$ cat config.mk
export PLATFORM = sky130hd
export DESIGN_NAME = font_glyph_tile_unpacker_core_flat
export DESIGN_NICKNAME = d
export VERILOG_FILES = /design/src/hdl/fgtu_pkg.sv /design/src/hdl/fgtu_in_if.sv /design/src/hdl/fgtu_out_if.sv /design/src/hdl/fgtu_front.sv /design/src/hdl/fgtu_queue.sv /design/src/hdl/fgtu_back.sv /design/src/hdl/font_glyph_tile_unpacker_core.sv /design/src/flat_wrapper.sv
export VERILOG_INCLUDE_DIRS = /design/src /design/src/hdl
export SDC_FILE = /design/constraint.sdc
export NUM_CORES = 1
export LEC_CHECK = 0
export BUFFER_PORTS_ARGS = -buffer_cell sky130_fd_sc_hd__buf_2
export CAP_MARGIN = 20
export CORE_MARGIN = 2
export CORE_UTILIZATION = 65
export DETAILED_ROUTE_END_ITERATION = 7
export PLACE_DENSITY = 0.82
export SLEW_MARGIN = 15
export SYNTH_ARGS = -nofsm -noshare
export SYNTH_HDL_FRONTEND = slang
export SYNTH_HIERARCHICAL = 1
export SYNTH_SLANG_ARGS = --single-unit
export TNS_END_PERCENT = 5
$ cat constraint.sdc
create_clock -name clk -period 5.9 [get_ports clk]
set_clock_uncertainty 0.1 [all_clocks]
set_input_delay 0.295 -clock clk [delete_from_list [all_inputs] [get_ports clk]]
set_output_delay 0.295 -clock clk [all_outputs]
set_load 0.02 [all_outputs]
$ cat src/hdl/font_glyph_tile_unpacker_core_defines.svh
// Assertion macros shared by the unpacker modules.
// They expect signals named clk and rst_n in the module that uses them.
`ifndef FONT_GLYPH_TILE_UNPACKER_CORE_DEFINES_SVH
`define FONT_GLYPH_TILE_UNPACKER_CORE_DEFINES_SVH
`ifndef NO_ASSERTIONS
// Same-cycle implication.
`define FGTU_ASSERT_IMP(lbl, ante, cons, msg) \
    lbl: assert property (@(posedge clk) disable iff (!rst_n) (ante) |-> (cons)) \
        else $error(msg);
// Next-cycle implication.
`define FGTU_ASSERT_NEXT(lbl, ante, cons, msg) \
    lbl: assert property (@(posedge clk) disable iff (!rst_n) (ante) |=> (cons)) \
        else $error(msg);
`else
`define FGTU_ASSERT_IMP(lbl, ante, cons, msg)
`define FGTU_ASSERT_NEXT(lbl, ante, cons, msg)
`endif
`endif

$ cat src/hdl/fgtu_pkg.sv
package fgtu_pkg;

    // Parser phase, also reported on every result
    typedef enum logic [2:0] {
        PH_HEADER = 3'd0,
        PH_SEARCH = 3'd1,
        PH_GHDR   = 3'd2,
        PH_TILES  = 3'd3,
        PH_DONE   = 3'd4,
        PH_ERROR  = 3'd5
    } phase_t;

    // Bits per pixel
    typedef enum logic [1:0] {
        DEPTH_1 = 2'd0,
        DEPTH_2 = 2'd1,
        DEPTH_4 = 2'd2
    } depth_t;

    localparam logic [31:0] GLYPH_TAG   = 32'h43474C50;
    // Last byte index of the file header (16 bytes)
    localparam logic [3:0]  HEADER_LAST = 4'd15;
    // Size of the tag and size words that open each block
    localparam logic [31:0] BLOCK_OPEN  = 32'd8;

    // One classified byte: what the back end has to emit for it
    typedef struct packed {
        logic [7:0] data;
        depth_t     depth;
        logic [3:0] count;   // pixels to emit, 0 means one empty result
        logic       eog;     // last pixel of this byte closes the glyph
        phase_t     phase;
    } pix_cmd_t;

endpackage

$ cat src/hdl/fgtu_in_if.sv
interface fgtu_in_if;
    logic       valid;
    logic       ready;
    logic [7:0] data_byte;
    logic       start_of_file;

    modport source (output valid, output data_byte, output start_of_file, input ready);
    modport sink   (input valid, input data_byte, input start_of_file, output ready);
endinterface

$ cat src/hdl/fgtu_out_if.sv
interface fgtu_out_if;
    logic       valid;
    logic       ready;
    logic [7:0] pixel;
    logic       pixel_valid;
    logic       end_of_glyph;
    logic       last;
    logic [2:0] phase;

    modport source (output valid, output pixel, output pixel_valid, output end_of_glyph,
                    output last, output phase, input ready);
    modport sink   (input valid, input pixel, input pixel_valid, input end_of_glyph,
                    input last, input phase, output ready);
endinterface

$ cat src/hdl/fgtu_front.sv
module fgtu_front
    import fgtu_pkg::*;
(
    input  logic       clk,
    input  logic       rst_n,
    fgtu_in_if.sink    file_stream,
    output logic       push_valid,
    output pix_cmd_t   push_data,
    input  logic       push_ready
);

    phase_t      phase_reg, phase_next;
    logic [3:0]  pos_reg, pos_next;
    logic [31:0] remain_reg, remain_next;
    logic [31:0] word_reg, word_next;
    logic        tag_reg, tag_next;
    logic [7:0]  width_reg, width_next;
    logic [15:0] total_reg, total_next;
    logic [15:0] tile_reg, tile_next;
    depth_t      depth_reg, depth_next;
    logic [15:0] tile_cnt_reg, tile_cnt_next;
    logic [15:0] gpc_reg, gpc_next;

    phase_t      phase_c;
    logic [3:0]  pos_c;
    logic [31:0] remain_c;
    logic [31:0] word_c;
    logic        tag_c;
    logic [7:0]  b;
    logic        accept;

    logic [31:0] word_or;
    logic [31:0] remain_dec;
    logic [15:0] tile_c;
    logic [18:0] eight_t;
    logic [18:0] t1, t2, t3, t4, t5;
    logic [3:0]  per;
    logic [15:0] avail;
    logic [3:0]  n_pix;
    logic        eog;
    logic [16:0] tile_inc;

    assign b          = file_stream.data_byte;
    assign accept     = file_stream.valid && push_ready;
    assign file_stream.ready = push_ready;
    assign push_valid = file_stream.valid;

    // State registers, advanced once per accepted beat
    always_ff @(posedge clk or negedge rst_n)
    begin
        if (!rst_n)
        begin
            phase_reg    <= PH_HEADER;
            pos_reg      <= '0;
            remain_reg   <= '0;
            word_reg     <= '0;
            tag_reg      <= 1'b0;
            width_reg    <= '0;
            total_reg    <= '0;
            tile_reg     <= '0;
            depth_reg    <= DEPTH_1;
            tile_cnt_reg <= '0;
            gpc_reg      <= '0;
        end
        else if (accept)
        begin
            phase_reg    <= phase_next;
            pos_reg      <= pos_next;
            remain_reg   <= remain_next;
            word_reg     <= word_next;
            tag_reg      <= tag_next;
            width_reg    <= width_next;
            total_reg    <= total_next;
            tile_reg     <= tile_next;
            depth_reg    <= depth_next;
            tile_cnt_reg <= tile_cnt_next;
            gpc_reg      <= gpc_next;
        end
    end

    // Start of file restarts the parser on this very byte
    always_comb
    begin
        phase_c  = file_stream.start_of_file ? PH_HEADER : phase_reg;
        pos_c    = file_stream.start_of_file ? 4'd0 : pos_reg;
        remain_c = file_stream.start_of_file ? 32'd0 : remain_reg;
        word_c   = file_stream.start_of_file ? 32'd0 : word_reg;
        tag_c    = file_stream.start_of_file ? 1'b0 : tag_reg;
    end

    // Shared helpers for the phase logic
    always_comb
    begin
        word_or    = word_c | ({24'd0, b} << {pos_c[1:0], 3'b000});
        remain_dec = (remain_c != 32'd0) ? remain_c - 32'd1 : remain_c;
        tile_c     = {b, word_c[7:0]};
        eight_t    = {tile_c, 3'b000};
        t1         = {3'b000, total_reg};
        t2         = {2'b00, total_reg, 1'b0};
        t3         = t1 + t2;
        t4         = {1'b0, total_reg, 2'b00};
        t5         = t1 + t4;
        unique case (depth_reg)
            DEPTH_1: per = 4'd8;
            DEPTH_2: per = 4'd4;
            DEPTH_4: per = 4'd2;
            default: per = 4'd8;
        endcase
        avail = total_reg - gpc_reg;
        if (avail == 16'd0)
            n_pix = 4'd0;
        else if (avail < {12'd0, per})
            n_pix = avail[3:0];
        else
            n_pix = per;
        eog      = (avail != 16'd0) && (avail <= {12'd0, per});
        tile_inc = {1'b0, tile_cnt_reg} + 17'd1;
    end

    // Phase machine: next state and the command for the back end
    always_comb
    begin
        phase_next    = phase_c;
        pos_next      = pos_c;
        remain_next   = remain_c;
        word_next     = word_c;
        tag_next      = tag_c;
        width_next    = width_reg;
        total_next    = total_reg;
        tile_next     = tile_reg;
        depth_next    = depth_reg;
        tile_cnt_next = tile_cnt_reg;
        gpc_next      = gpc_reg;
        push_data.count = 4'd0;
        push_data.eog   = 1'b0;

        unique case (phase_c)
            PH_HEADER:
            begin
                if (pos_c == HEADER_LAST)
                begin
                    pos_next   = '0;
                    word_next  = '0;
                    phase_next = PH_SEARCH;
                end
                else
                    pos_next = pos_c + 4'd1;
            end
            PH_SEARCH:
            begin
                if (remain_c != 32'd0)
                    remain_next = remain_c - 32'd1;
                else
                begin
                    word_next = word_or;
                    pos_next  = pos_c + 4'd1;
                    if (pos_c == 4'd3)
                    begin
                        tag_next  = (word_or == GLYPH_TAG);
                        word_next = '0;
                    end
                    if (pos_c == 4'd7)
                    begin
                        word_next = '0;
                        pos_next  = '0;
                        tag_next  = 1'b0;
                        if (word_or < BLOCK_OPEN)
                            phase_next = PH_ERROR;
                        else
                        begin
                            remain_next = word_or - BLOCK_OPEN;
                            if (tag_c)
                                phase_next = PH_GHDR;
                        end
                    end
                end
            end
            PH_GHDR:
            begin
                remain_next = remain_dec;
                pos_next    = pos_c + 4'd1;
                unique case (pos_c)
                    4'd0: width_next = b;
                    4'd1: total_next = 16'(width_reg) * 16'(b);
                    4'd2: word_next  = {24'd0, b};
                    4'd3:
                    begin
                        tile_next = tile_c;
                        word_next = '0;
                        // depth = 8*tile / (width*height), must be 1, 2 or 4
                        if (total_reg != 16'd0 && eight_t >= t1 && eight_t < t2)
                            depth_next = DEPTH_1;
                        else if (total_reg != 16'd0 && eight_t >= t2 && eight_t < t3)
                            depth_next = DEPTH_2;
                        else if (total_reg != 16'd0 && eight_t >= t4 && eight_t < t5)
                            depth_next = DEPTH_4;
                        else
                        begin
                            phase_next = PH_ERROR;
                            pos_next   = pos_c;
                        end
                    end
                    4'd7:
                    begin
                        pos_next      = '0;
                        tile_cnt_next = '0;
                        gpc_next      = '0;
                        phase_next    = (remain_dec >= {16'd0, tile_reg}) ? PH_TILES : PH_DONE;
                    end
                    default: ;
                endcase
            end
            PH_TILES:
            begin
                push_data.count = n_pix;
                push_data.eog   = eog;
                gpc_next        = gpc_reg + {12'd0, n_pix};
                remain_next     = remain_dec;
                tile_cnt_next   = tile_inc[15:0];
                if (tile_inc >= {1'b0, tile_reg})
                begin
                    tile_cnt_next = '0;
                    gpc_next      = '0;
                    phase_next    = (remain_dec >= {16'd0, tile_reg}) ? PH_TILES : PH_DONE;
                end
            end
            default: ;
        endcase

        push_data.data  = b;
        push_data.depth = depth_reg;
        push_data.phase = phase_next;
    end

endmodule

$ cat src/hdl/fgtu_queue.sv
module fgtu_queue
    import fgtu_pkg::*;
#(
    parameter int DEPTH = 4
)
(
    input  logic     clk,
    input  logic     rst_n,
    input  logic     push_valid,
    input  pix_cmd_t push_data,
    output logic     push_ready,
    output logic     pop_valid,
    output pix_cmd_t pop_data,
    input  logic     pop_ready
);

    localparam int AW = (DEPTH > 1) ? $clog2(DEPTH) : 1;
    localparam int CW = $clog2(DEPTH + 1);

    pix_cmd_t        entry_reg [DEPTH];
    logic [AW-1:0]   wr_ptr_reg, rd_ptr_reg;
    logic [CW-1:0]   count_reg;
    logic            do_push, do_pop;

    assign push_ready = (count_reg != CW'(DEPTH));
    assign pop_valid  = (count_reg != '0);
    assign do_push    = push_valid && push_ready;
    assign do_pop     = pop_valid && pop_ready;
    assign pop_data   = entry_reg[rd_ptr_reg];

    // Pointers and fill count
    always_ff @(posedge clk or negedge rst_n)
    begin
        if (!rst_n)
        begin
            wr_ptr_reg <= '0;
            rd_ptr_reg <= '0;
            count_reg  <= '0;
        end
        else
        begin
            if (do_push)
                wr_ptr_reg <= (wr_ptr_reg == AW'(DEPTH - 1)) ? '0 : wr_ptr_reg + AW'(1);
            if (do_pop)
                rd_ptr_reg <= (rd_ptr_reg == AW'(DEPTH - 1)) ? '0 : rd_ptr_reg + AW'(1);
            if (do_push && !do_pop)
                count_reg <= count_reg + CW'(1);
            else if (!do_push && do_pop)
                count_reg <= count_reg - CW'(1);
        end
    end

    // Entry storage
    always_ff @(posedge clk)
    begin
        if (do_push)
            entry_reg[wr_ptr_reg] <= push_data;
    end

endmodule

$ cat src/hdl/fgtu_back.sv
`include "font_glyph_tile_unpacker_core_defines.svh"

module fgtu_back
    import fgtu_pkg::*;
(
    input  logic      clk,
    input  logic      rst_n,
    input  logic      pop_valid,
    input  pix_cmd_t  pop_data,
    output logic      pop_ready,
    fgtu_out_if.source pixel_stream
);

    logic       busy_reg;
    pix_cmd_t   cmd_reg;
    logic [7:0] shift_reg;
    logic [3:0] rem_reg;

    logic       pix_valid_c;
    logic       last_c;
    logic       eog_c;
    logic       step;
    logic       load;
    logic [7:0] scaled;
    logic [7:0] shifted;

    assign pix_valid_c = (cmd_reg.count != 4'd0);
    assign last_c      = !pix_valid_c || (rem_reg == 4'd1);
    assign eog_c       = cmd_reg.eog && pix_valid_c && (rem_reg == 4'd1);
    assign step        = busy_reg && pixel_stream.ready;
    assign pop_ready   = !busy_reg || (step && last_c);
    assign load        = pop_ready && pop_valid;

    // Top bits scaled to 0..255: replication equals *255, *85, *17
    always_comb
    begin
        unique case (cmd_reg.depth)
            DEPTH_1:
            begin
                scaled  = {8{shift_reg[7]}};
                shifted = {shift_reg[6:0], 1'b0};
            end
            DEPTH_2:
            begin
                scaled  = {4{shift_reg[7:6]}};
                shifted = {shift_reg[5:0], 2'b00};
            end
            DEPTH_4:
            begin
                scaled  = {2{shift_reg[7:4]}};
                shifted = {shift_reg[3:0], 4'b0000};
            end
            default:
            begin
                scaled  = {8{shift_reg[7]}};
                shifted = {shift_reg[6:0], 1'b0};
            end
        endcase
    end

    // Result beat, straight from registers
    assign pixel_stream.valid        = busy_reg;
    assign pixel_stream.pixel        = pix_valid_c ? scaled : 8'd0;
    assign pixel_stream.pixel_valid  = pix_valid_c;
    assign pixel_stream.end_of_glyph = eog_c;
    assign pixel_stream.last         = last_c;
    assign pixel_stream.phase        = cmd_reg.phase;

    // Busy flag
    always_ff @(posedge clk or negedge rst_n)
    begin
        if (!rst_n)
            busy_reg <= 1'b0;
        else if (load)
            busy_reg <= 1'b1;
        else if (step && last_c)
            busy_reg <= 1'b0;
    end

    // Working command: load a new one or walk to the next pixel
    always_ff @(posedge clk)
    begin
        if (load)
        begin
            cmd_reg   <= pop_data;
            shift_reg <= pop_data.data;
            rem_reg   <= pop_data.count;
        end
        else if (step && !last_c)
        begin
            shift_reg <= shifted;
            rem_reg   <= rem_reg - 4'd1;
        end
    end

    `FGTU_ASSERT_IMP(a_empty_is_last, busy_reg && cmd_reg.count == 4'd0, last_c, "empty beat not last")
    `FGTU_ASSERT_IMP(a_eog_on_last, busy_reg && eog_c, last_c && pix_valid_c, "glyph end not on last pixel")
    `FGTU_ASSERT_IMP(a_rem_live, busy_reg && pix_valid_c, rem_reg != 4'd0, "pixel beat with no pixels left")
    `FGTU_ASSERT_NEXT(a_walk, step && !last_c, busy_reg && rem_reg == $past(rem_reg) - 4'd1, "pixel walk broken")

endmodule

$ cat src/hdl/font_glyph_tile_unpacker_core.sv
// Glyph tile unpacker core.
// file_stream takes the font file one byte per beat (data_byte, with
// start_of_file on byte 0 of each file). pixel_stream gives the results:
// one beat per decoded pixel, or one empty beat (pixel_valid 0) for a byte
// that yields no pixel; last marks the final beat of each byte and phase
// gives the parser phase after that byte.
// The front end parses one byte per cycle while the queue has room and hands
// a command to a short queue; the back end sends one result beat per cycle
// from that command while the receiver is ready. A byte's command is written
// into the queue, then loaded into the back end's command register, from
// which its first beat is driven. A byte holds up to 8 pixels at 1 bit per
// pixel, 4 at 2 bits and 2 at 4 bits; header and skipped bytes give one empty
// beat each; the back end walks a byte's pixels one per cycle when not stalled.
// Bytes keep being taken while the queue has room.
// Reset: parser back to header skip, queue and back end empty; no clearing pass.
// When the receiver stalls, the current beat holds and the queue fills; then
// file_stream ready drops until a slot frees.
module font_glyph_tile_unpacker_core
    import fgtu_pkg::*;
#(
    parameter int QUEUE_DEPTH = 4
)
(
    input  logic        clk,
    input  logic        rst_n,
    fgtu_in_if.sink     file_stream,
    fgtu_out_if.source  pixel_stream
);

    logic     push_valid, push_ready;
    pix_cmd_t push_data;
    logic     pop_valid, pop_ready;
    pix_cmd_t pop_data;

    // Parser and classifier
    fgtu_front u_front
    (
        .clk         (clk),
        .rst_n       (rst_n),
        .file_stream (file_stream),
        .push_valid  (push_valid),
        .push_data   (push_data),
        .push_ready  (push_ready)
    );

    // Command queue between the two sides
    fgtu_queue #(.DEPTH(QUEUE_DEPTH)) u_queue
    (
        .clk        (clk),
        .rst_n      (rst_n),
        .push_valid (push_valid),
        .push_data  (push_data),
        .push_ready (push_ready),
        .pop_valid  (pop_valid),
        .pop_data   (pop_data),
        .pop_ready  (pop_ready)
    );

    // Pixel emitter
    fgtu_back u_back
    (
        .clk          (clk),
        .rst_n        (rst_n),
        .pop_valid    (pop_valid),
        .pop_data     (pop_data),
        .pop_ready    (pop_ready),
        .pixel_stream (pixel_stream)
    );

endmodule

$ cat src/flat_wrapper.sv
// flat-port wrapper written by rule: the top's interface ports become plain ports
module font_glyph_tile_unpacker_core_flat import fgtu_pkg::*;
#(
    parameter int QUEUE_DEPTH = 4
)
  (clk, rst_n, file_stream_valid, file_stream_data_byte, file_stream_start_of_file, file_stream_ready, pixel_stream_valid, pixel_stream_pixel, pixel_stream_pixel_valid, pixel_stream_end_of_glyph, pixel_stream_last, pixel_stream_phase, pixel_stream_ready);
  fgtu_in_if file_stream_i ();
  fgtu_out_if pixel_stream_i ();
  input  logic clk;
  input  logic rst_n;
  input wire logic [$bits(file_stream_i.valid)-1:0] file_stream_valid;
  input wire logic [$bits(file_stream_i.data_byte)-1:0] file_stream_data_byte;
  input wire logic [$bits(file_stream_i.start_of_file)-1:0] file_stream_start_of_file;
  output wire logic [$bits(file_stream_i.ready)-1:0] file_stream_ready;
  output wire logic [$bits(pixel_stream_i.valid)-1:0] pixel_stream_valid;
  output wire logic [$bits(pixel_stream_i.pixel)-1:0] pixel_stream_pixel;
  output wire logic [$bits(pixel_stream_i.pixel_valid)-1:0] pixel_stream_pixel_valid;
  output wire logic [$bits(pixel_stream_i.end_of_glyph)-1:0] pixel_stream_end_of_glyph;
  output wire logic [$bits(pixel_stream_i.last)-1:0] pixel_stream_last;
  output wire logic [$bits(pixel_stream_i.phase)-1:0] pixel_stream_phase;
  input wire logic [$bits(pixel_stream_i.ready)-1:0] pixel_stream_ready;
  assign file_stream_i.valid = file_stream_valid;
  assign file_stream_i.data_byte = file_stream_data_byte;
  assign file_stream_i.start_of_file = file_stream_start_of_file;
  assign file_stream_ready = file_stream_i.ready;
  assign pixel_stream_valid = pixel_stream_i.valid;
  assign pixel_stream_pixel = pixel_stream_i.pixel;
  assign pixel_stream_pixel_valid = pixel_stream_i.pixel_valid;
  assign pixel_stream_end_of_glyph = pixel_stream_i.end_of_glyph;
  assign pixel_stream_last = pixel_stream_i.last;
  assign pixel_stream_phase = pixel_stream_i.phase;
  assign pixel_stream_i.ready = pixel_stream_ready;
  font_glyph_tile_unpacker_core #(.QUEUE_DEPTH(QUEUE_DEPTH)) u_core (.clk(clk), .rst_n(rst_n), .file_stream(file_stream_i), .pixel_stream(pixel_stream_i));
endmodule
==> results.md <==
* Outcome: complete, no violations
* Distinct cells, synth at 98
* Leak at 9.50 nW
* MaxCap Viol Count at 0
* Clock tree sinks at 248
* Pwr/cell area at 504 nW/um^2
* Post-synthesis instance total at 2104
* Final #Nets at 2388
* Pre-Repair DR Iteration Count at 8
* Final hold viol count at 0
* Final Wtd Congestion at 0.975
* Final Max Slew Viols at 0
* Slowest CP cell: nor4_2
* Root Buffer: clkbuf_16
* Post-synth top area share at 0.193
* Post-synth EDFFs at 94
* RR Endpoint: u_core/u_front/gpc_reg[15]$_DFFE_PN0P_
* Worst Path Arrival at 5.81 ns
* Mapped Nets at 2380
* Global-route wire length before repair at 89.2 mm
* Worst R2R Path Depth at 23
* DRT iter0 DRCs at 1913
* Setup CP Type: flop to flop
* Via-to-Cell Ratio at 6.65
* Clock latency at the later pin of the worst-skew pair at 0.56 ns
* Most frequent cells in the layout: ha_1, nor2_1, nand2_1
* WL final at 55.4 mm
* Post-route cell area at 21500 sq um
* Total grt overflow at 0
* Initial antenna violation count at 0
* P&R area growth vs syn at 7.29%
* Top post-synthesis cells by area: dfrtp_1, edfxtp_1, ha_1
* Routed len/inst at 21.9 um
* Core area at 30400 sq um
* Layout cells sized above 1 at 0.105
* CP most frequent cell: nor2_1
* Cell row count at 64
* Residual DRC at 0
* Post-CTS setup buffers at 0
* Number of synthesized register bits at 248
* TritonCTS clock tree: yes
* Largest net degree at the start of global routing at 82
* Leading area contributor after synthesis: dfrtp_1
* Largest register FFs at 72
* Die footprint at 32200 sq um
* ANT nets after route at 0
* Required @ worst endpoint at 6.21 ns
* CTS Buffer Depth at 3
* Setup repair after global routing missed its margin: false
* Reg2Reg Setup Slack at 0.40 ns
* Count of final setup violators at 0
* Syn avg cell area at 9.51 sq um
* TritonCTS Buffers at 27
* Vias in the first global route at 16900
* Mapped Area at 20000 sq um
* Hold Crit Start: file_stream_data_byte[7]
* Headroom to the max-slew limit at 0.354
* Vias at 16800
* Period utilisation layout at 0.932
* Die Width at 179 um
* Sequential area share after synthesis at 0.334
* Startpoint Class: flop
* Post-route setup TNS at 0 ns
* # IOs at 29
* PortBufs at 28
* Yosys warns at 6
* FILL cells at 2279
* Die height at 179 um
* Tmin final at 5.50 ns
* Most common cell after layout, fill and taps aside: ha_1
* Crit-path max cell delay at 0.56 ns
* Worst hold path stage count at 2
* CTS H-tree depth at 1
* WHS Endpoint: u_core/u_front/width_reg[7]$_DFFE_PN0P_
* Worst slew pin tran at 0.966 ns
* Worst hold slack at 0.0690 ns
* FF-to-FF Start: u_core/u_front/total_reg[0]$_DFFE_PN0P_
* Critical path endpoint category: flop
* Overall power at 10.8 mW
* Maximum vdd drop at 0.945 mV
* Area after DPL at 20500 sq um
* Ys async rst share at 0.621
* Hpwl dp at 40.2 mm
* Clk slew on worst S/H paths at 0.06 ns
* GRT Util Overall at 0.339
* Most used DFF post-synth: dfrtp_1
* Cell Chain, Critical Path: inv_1, ha_1, fa_1, nor2b_1, o21ai_0, a21oi_1, o21ai_0, xnor2_1, a211oi_1, o2111ai_2, nor4_2, nor2_1, ha_1, a21o_1, a21oi_1, nor2b_1, nor2_1, nor2_1, nor4b_1, and2_1, nand3_1, xor2_1, nor2_1
* Critical-path maximum fanout at 7
* Max Clk Rate at 182 MHz
* Min-Delay Path Class: primary input to flop
* Initial Util at 0.658
-- worst max-delay path, delay by kind of cell (launching register included) --
family	cells	cell delay, ns
xor+xnor	2	0.29
buf+inv	1	0.12
flops	1	0.46
compound gates	7	1.42
fa+ha+maj	3	0.94
simple gates	10	2.04
-- per-stage QoR --
stage	instances	util	setup WS, ns
after floorplan	2104	-	0.609
after global placement	2476	0.674	0.342
after detailed placement	2477	0.674	0.254
after CTS	2528	0.704	0.199
after global routing	2529	0.706	0.00701
final	2530	0.706	0.402
-- synth_stat cells (33+ instances only) --
cell type and count:
a21o_1 34, a21oi_1 99, a22o_1 52, and2_1 47, clkbuf_1 54, dfrtp_1 154
edfxtp_1 94, fa_1 41, ha_1 222, inv_1 149, mux2_2 33, nand2_1 159
nand3_1 53, nor2_1 173, nor2b_1 34, nor3_1 48, o21ai_0 130, xnor2_1 61
xor2_1 40
-- kinds of logic after synthesis --
logic type / after synthesis / synth area share
AO/OA/AOI/OAI: 515 / 0.172
buffers and inverters: 247 / 0.0521
AND/OR/NAND/NOR: 660 / 0.168
flip-flops: 248 / 0.334
adder cells (fa/ha/maj): 263 / 0.180
XOR/XNOR: 101 / 0.0442
multiplexers: 70 / 0.0506
-- cell type report --
class,count,area (sq um),share of cell area
Clock inverter,18,176,0.00821
Inverter,151,567,0.0264
Tap cell,396,495,0.0231
Sequential cell,248,6680,0.311
Clock buffer,32,704,0.0328
Antenna cell,1,2.50,0.000117
Timing Repair Buffer,75,522,0.0243
Multi-Input combinational cell,1609,12300,0.574
-- how the worst max path moves through the flow --
stage | start | endpoint | slack (ns)
finish | u_core/u_front/total_reg[0]$_DFFE_PN0P_ | u_core/u_front/gpc_reg[15]$_DFFE_PN0P_ | 0.40
global route | u_core/u_front/total_reg[0]$_DFFE_PN0P_ | u_core/u_front/gpc_reg[12]$_DFFE_PN0P_ | 0.007
CTS | u_core/u_front/total_reg[3]$_DFFE_PN0P_ | u_core/u_queue/entry_reg[3][1]$_DFFE_PP_ | 0.20
detailed placement | u_core/u_front/total_reg[3]$_DFFE_PN0P_ | u_core/u_queue/entry_reg[0][1]$_DFFE_PP_ | 0.25
global placement | u_core/u_front/total_reg[2]$_DFFE_PN0P_ | u_core/u_queue/entry_reg[2][1]$_DFFE_PP_ | 0.34
floorplan | file_stream_start_of_file | u_core/u_queue/entry_reg[0][0]$_DFFE_PP_ | 0.61
-- what timing repair did --
action                     4_1_cts  5_1_grt
resized for setup                0       10
setup endpoints to repair        0       18
hold endpoints to repair        30        0
hold buffers                     1        0
-- power by group --
part / switching (mW) / internal, mW / leakage (nW)
registers: 0.531 / 2.23 / 2.95
logic: 3.70 / 2.67 / 6.13
clock network: 0.739 / 0.954 / 0.421
total: 4.97 / 5.86 / 9.50
-- per-layer routing --
layer | vias to the layer above | wire [um] | GRT usage
met3 | 172 | 3830 | 0.0458
met5 | - | 0 | 0
met2 | 805 | 26500 | 0.563
met4 | 0 | 2460 | 0.152
met1 | 8191 | 22600 | 0.444
li1 | 7664 | - | -
Note: power is estimated with default switching activity, not from simulation.
